`config.mk`:
```
export PLATFORM = sky130hd
export DESIGN_NAME = glzw_ctrl
export DESIGN_NICKNAME = d
export VERILOG_FILES = /design/src/sv/glzw_pkg.sv /design/src/sv/glzw_ctrl.sv
export SDC_FILE = /design/constraint.sdc
export NUM_CORES = 1
export LEC_CHECK = 0
export ABC_AREA = 1
export BUFFER_PORTS_ARGS = -buffer_cell sky130_fd_sc_hd__buf_2
export CAP_MARGIN = 5
export CORE_AREA = 2 2 39 41
export CTS_CLUSTER_DIAMETER = 100
export DETAILED_ROUTE_END_ITERATION = 10
export DIE_AREA = 0 0 41 43
export HOLD_SLACK_MARGIN = 0.1
export PLACE_DENSITY = 0.59
export SETUP_SLACK_MARGIN = 0.3
export SLEW_MARGIN = 0
export SYNTH_ARGS = -nofsm -noshare
export SYNTH_HDL_FRONTEND = slang
export SYNTH_SLANG_ARGS = --single-unit
```
`constraint.sdc`:
```
create_clock -name clk -period 1.2 [get_ports clk]
set_clock_uncertainty 0.15 [all_clocks]
set_input_delay 0.12 -clock clk [delete_from_list [all_inputs] [get_ports clk]]
set_output_delay 0.12 -clock clk [all_outputs]
set_load 0.01 [all_outputs]
```
`src/sv/glzw_pkg.sv`:
```
// Shared types, constants and helpers for the GIF LZW decoder.
package glzw_pkg;

	localparam int DICT_SIZE_DEF     = 4096;
	localparam int MAX_CODE_BITS_DEF = 12;
	localparam int CODE_W            = 12;
	localparam int STACK_DEPTH       = 4096;
	localparam int STACK_AW          = 12;
	localparam int STACK_BOUND       = 4094;
	localparam int BUF_W             = 24;

	localparam logic [2:0] ST_TAKEN   = 3'd0;
	localparam logic [2:0] ST_REFUSED = 3'd1;
	localparam logic [2:0] ST_PIXEL   = 3'd2;
	localparam logic [2:0] ST_NEED    = 3'd3;
	localparam logic [2:0] ST_ENDED   = 3'd4;

	localparam logic CFG_MIN_CODE   = 1'b0;
	localparam logic CFG_LINE_WIDTH = 1'b1;

	localparam logic [3:0] MIN_CODE_RESET   = 4'd8;
	localparam logic [15:0] LINE_WIDTH_RESET = 16'd256;

	typedef enum logic [2:0] {
		S_IDLE,
		S_PUSH,
		S_CHK,
		S_POPW,
		S_WALK,
		S_WRD
	} state_t;

	typedef enum logic [3:0] {
		OP_NONE,
		OP_LATCH,
		OP_PUSH,
		OP_POP_RD,
		OP_EMIT_PIX,
		OP_SHORT,
		OP_CLEAR,
		OP_END,
		OP_LIT,
		OP_DEC,
		OP_WALK_RD,
		OP_WALK_PUSH,
		OP_FINISH
	} op_t;

	typedef struct packed {
		op_t op;
	} cmd_t;

	typedef struct packed {
		logic in_func;
		logic level_zero;
		logic bits_short;
		logic code_clear;
		logic code_end;
		logic after_clear;
		logic walk_go;
		logic out_free;
	} stat_t;

	function automatic logic [3:0] eff_min(input logic [3:0] m);
		logic [3:0] r;
		r = m;
		if (m < 4'd2) r = 4'd2;
		if (m > 4'd9) r = 4'd9;
		return r;
	endfunction

endpackage

```
`src/sv/glzw_ctrl.sv`:
```
// Sequencing state machine for the GIF LZW decoder.
module glzw_ctrl (
	input  logic            clk,
	input  logic            arst_n,
	input  logic            in_valid,
	output logic            in_ready,
	input  glzw_pkg::stat_t st,
	output glzw_pkg::cmd_t  cmd
);

	glzw_pkg::state_t state_q, state_d;

	always_ff @(posedge clk or negedge arst_n) begin
		if (!arst_n) begin
			state_q <= glzw_pkg::S_IDLE;
		end else begin
			state_q <= state_d;
		end
	end

	always_comb begin
		state_d  = state_q;
		cmd.op   = glzw_pkg::OP_NONE;
		in_ready = 1'b0;
		case (state_q)
			glzw_pkg::S_IDLE: begin
				in_ready = 1'b1;
				if (in_valid) begin
					cmd.op  = glzw_pkg::OP_LATCH;
					state_d = st.in_func ? glzw_pkg::S_CHK : glzw_pkg::S_PUSH;
				end
			end
			glzw_pkg::S_PUSH: begin
				if (st.out_free) begin
					cmd.op  = glzw_pkg::OP_PUSH;
					state_d = glzw_pkg::S_IDLE;
				end
			end
			glzw_pkg::S_CHK: begin
				if (!st.out_free) begin
					cmd.op = glzw_pkg::OP_NONE;
				end else if (!st.level_zero) begin
					cmd.op  = glzw_pkg::OP_POP_RD;
					state_d = glzw_pkg::S_POPW;
				end else if (st.bits_short) begin
					cmd.op  = glzw_pkg::OP_SHORT;
					state_d = glzw_pkg::S_IDLE;
				end else if (st.code_clear) begin
					cmd.op = glzw_pkg::OP_CLEAR;
				end else if (st.code_end) begin
					cmd.op  = glzw_pkg::OP_END;
					state_d = glzw_pkg::S_IDLE;
				end else if (st.after_clear) begin
					cmd.op = glzw_pkg::OP_LIT;
				end else begin
					cmd.op  = glzw_pkg::OP_DEC;
					state_d = glzw_pkg::S_WALK;
				end
			end
			glzw_pkg::S_POPW: begin
				if (st.out_free) begin
					cmd.op  = glzw_pkg::OP_EMIT_PIX;
					state_d = glzw_pkg::S_IDLE;
				end
			end
			glzw_pkg::S_WALK: begin
				if (st.walk_go) begin
					cmd.op  = glzw_pkg::OP_WALK_RD;
					state_d = glzw_pkg::S_WRD;
				end else begin
					cmd.op  = glzw_pkg::OP_FINISH;
					state_d = glzw_pkg::S_CHK;
				end
			end
			glzw_pkg::S_WRD: begin
				cmd.op  = glzw_pkg::OP_WALK_PUSH;
				state_d = glzw_pkg::S_WALK;
			end
			default: begin
				state_d = glzw_pkg::S_IDLE;
			end
		endcase
	end

endmodule

```
==> flow_summary.ini <==
[setup_path]
worst-path-max-fanout = 4
critPathMaxStageDelay_ns = 0.43
worst-r2r-setup-slack_ns = -0.20
r2r_cells = 9
timing.critical_path.slowest_stage_cell = dfrtp_2
setup.worst_path.start_class = flip-flop
required_time_of_the_worst_setup_path_ns = 0.93
timing.critical_path.to_type = output port
path_cells = inv_4, nor2_4, nand2_2, o211ai_1, buf_2
timing.critical_path.to = cmd[0]
crit-reg2reg-capture = state_q[1]
critical_path_class = reg2out
r2r-start = state_q[1]
timing.critical_path.from = state_q[1]
critPathArrivalTime_ns = 1.25

[logic_synthesis]
post_synth_num_cell_types = 17
post-synth-top-area-fraction_pct = 22.56
postSynth.topFlopCell = dfrtp_1
sequential_element_share_of_the_synthesized_area_pct = 22.56
yosys.cell_count.top_type = nand2_1
synth_edf_count = 0
syn_area_um2 = 332.8
synthDominantAreaCellType = dfrtp_1
netlist_instances = 56
synth-warning-count = 0
synth_common_cells = 13 x nand2_1, 10 x nand3_1, 5 x inv_1
synth.top_cells.by_area = dfrtp_1 23%, nand3_1 15%, nand2_1 15%
synth_area_per_cell_um2 = 5.943
synthArstFlopShare_pct = 100.0
yosys_register_bits = 3
syn_nets = 67

[status]
run_status = finished with violations
failed_checks = negative setup slack

[sta]
maximum_achievable_frequency_mhz = 658.0
setup-violations-final = 8
setup_total_negative_slack_ns = -1.762
fin_worst_hold_slack_ns = 0.06569
timing.final.crit_share_pct = 126.6
report.final.hold_viol_count = 0
timing.max_slew.rel_slack_pct = 79.50
rsz0062_at_grt = true
min_cycle_time_layout_ns = 1.520
maxSlewViolCount = 0
fin_ws_ns = -0.3198
worst_pin_slew_ns = 0.3064

[pwr]
power_frac_comb_pct = 65.4
cellInternalPower_mw = 0.5812
p_sw_share_pct = 46.71
power.sequential.fraction_pct = 19.0
report.power.total_mw = 1.091
ir_drop_worst_vdd_uv = 581.1
p_leak_nw = 0.3013
clockPowerShare_pct = 15.6
p_switching_mw = 0.5096
p_per_cell_area_nw_per_um2 = 1883

[detailed_routing]
drc = 0
top_signal_layer_used = met3
wl_per_cell_um = 11.00
wl_met2_um = 602
drtAntennaViolNets = 0
route.detailed.vias_per_inst = 4.796
drt-initial-drc-count = 11
wl_met1_um = 443
dr.pass1.iters = 4
detailroute.via_count = 470
totalWireLength_um = 1078
wl_met3_um = 32

[floorplanning]
floorplan.initialDensity_pct = 24.05
design.die.area_um2 = 1763
core_um2 = 1384
die_x_um = 41
fp-row-count = 14
floorplan.io_pins = 16
floorplan.die.height_um = 43

[global_routing]
grt_pass1_vias = 459
initial_antenna_violation_count = 0
grt_max_degree = 7
grt_first_pass_wirelength_um = 1759
overflow = 0
groute.usage.overall_pct = 14.99

[clock_network]
clk_pin_slew_ns = 0.04
cts_buffers = 3
cts_hold_buf = 1
clock_tree_from_tritoncts = done
clk_path_buf_depth = 2
clkLatencyLatePin_ns = 0.23
cts_sinks = 3
cts_root_buf = clkbuf_4
h-tree-depth = 1

[place]
port_buffers = 15
worst_slack_at_placement_ns = -0.1105
finalWeightedCongestion = 0.7639
numPlacedInstances = 88
placedInstanceArea_um2 = 464.2
detailed_place_hpwl_um = 774.8

[finish]
layout-area-overhead-vs-synth_pct = 74.06
max_flop_register = state_q
largest_register_ff_count = 3
stdcell_area_um2 = 579.3
layout.core_utilization_pct = 41.86
top_regs = state_q (3)
layout.cells.non_filler = 98
fraction_of_layout_cells_with_a_size_suffix_above_1_pct = 56.10
design.final.nets = 94
antenna-diode-count = 0

[run]
max_cap_violations = 0

[hold_path]
min_path_type = in2async
worst max-delay path: cells and delay by family (launching register included):
kind,cells,cell delay [ns]
AOI/OAI and AO/OA,1,0.19
buffers and inverters,2,0.22
DFF,1,0.43
and+or+nand+nor,2,0.19
area by class of cell:
class / instances / area, µm²
multi-input combinational: 44 / 286.5
timing repair buffer: 22 / 130.1
tap: 16 / 20.02
clock buffer: 4 / 26.28
sequential: 3 / 78.83
inverter: 9 / 37.54
fill: 139 / 804.5
how the worst min path moves through the flow:
stage	start	to	slack, ns	cells after the start
finish	arst_n	state_q[1]	0.07	2
global placement	arst_n	state_q[0]	-0.23	1
floorplan	arst_n	state_q[0]	-0.33	0
global route	arst_n	state_q[1]	0.06	2
CTS	arst_n	state_q[1]	0.06	2
detailed placement	arst_n	state_q[1]	-0.23	1
kinds of logic after synthesis:
logic type / Yosys count / share of synthesized area [%]
and+or+nand+nor: 38 / 56.77
buffers and inverters: 9 / 10.53
AOI/OAI and AO/OA: 6 / 10.15
DFF: 3 / 22.56
power by group through the flow:
stage | combinational (mW) | sequential (mW) | clock, mW
after detailed placement | 0.551 | 0.188 | 0
after CTS | 0.666 | 0.202 | 0.177
after global routing | 0.775 | 0.214 | 0.199
after global placement | 0.545 | 0.188 | 0
final | 0.713 | 0.207 | 0.170
after floorplan | 0.385 | 0.186 | 0
layer usage:
layer,GRT usage [%],up-vias
li1,-,240
met1,15.21,220
met2,25.31,10
met3,3.665,0
met4,9.333,0
met5,0,-
layout by cell type (no fill, tap or decap):
master         count
a21oi_2            1
nand2_1           11
nand4_1            2
o21ai_0            1
nand3_2            2
nand2_4            1
inv_2              2
dfrtp_2            3
buf_2             15
inv_1              5
o211ai_1           1
inv_4              1
clkbuf_1           1
nor2_2             1
buf_4              6
nor2_1             2
dlygate4sd3_1      1
nor3_2             1
nand3_1            8
o21ai_2            2
nand2_2            4
nor2_4             2
a31oi_4            1
clkbuf_4           3
nand3b_1           4
clkinv_2           1
repair_timing:
action                                 4_1_cts  5_1_grt
resized for setup                           10        1
endpoints found under the hold margin        3        3
cloned                                       0        0
setup buffers                                4        1
pin swaps                                    4        4
setup endpoints to repair                    8        8
Power figures use the tool's default switching activity.
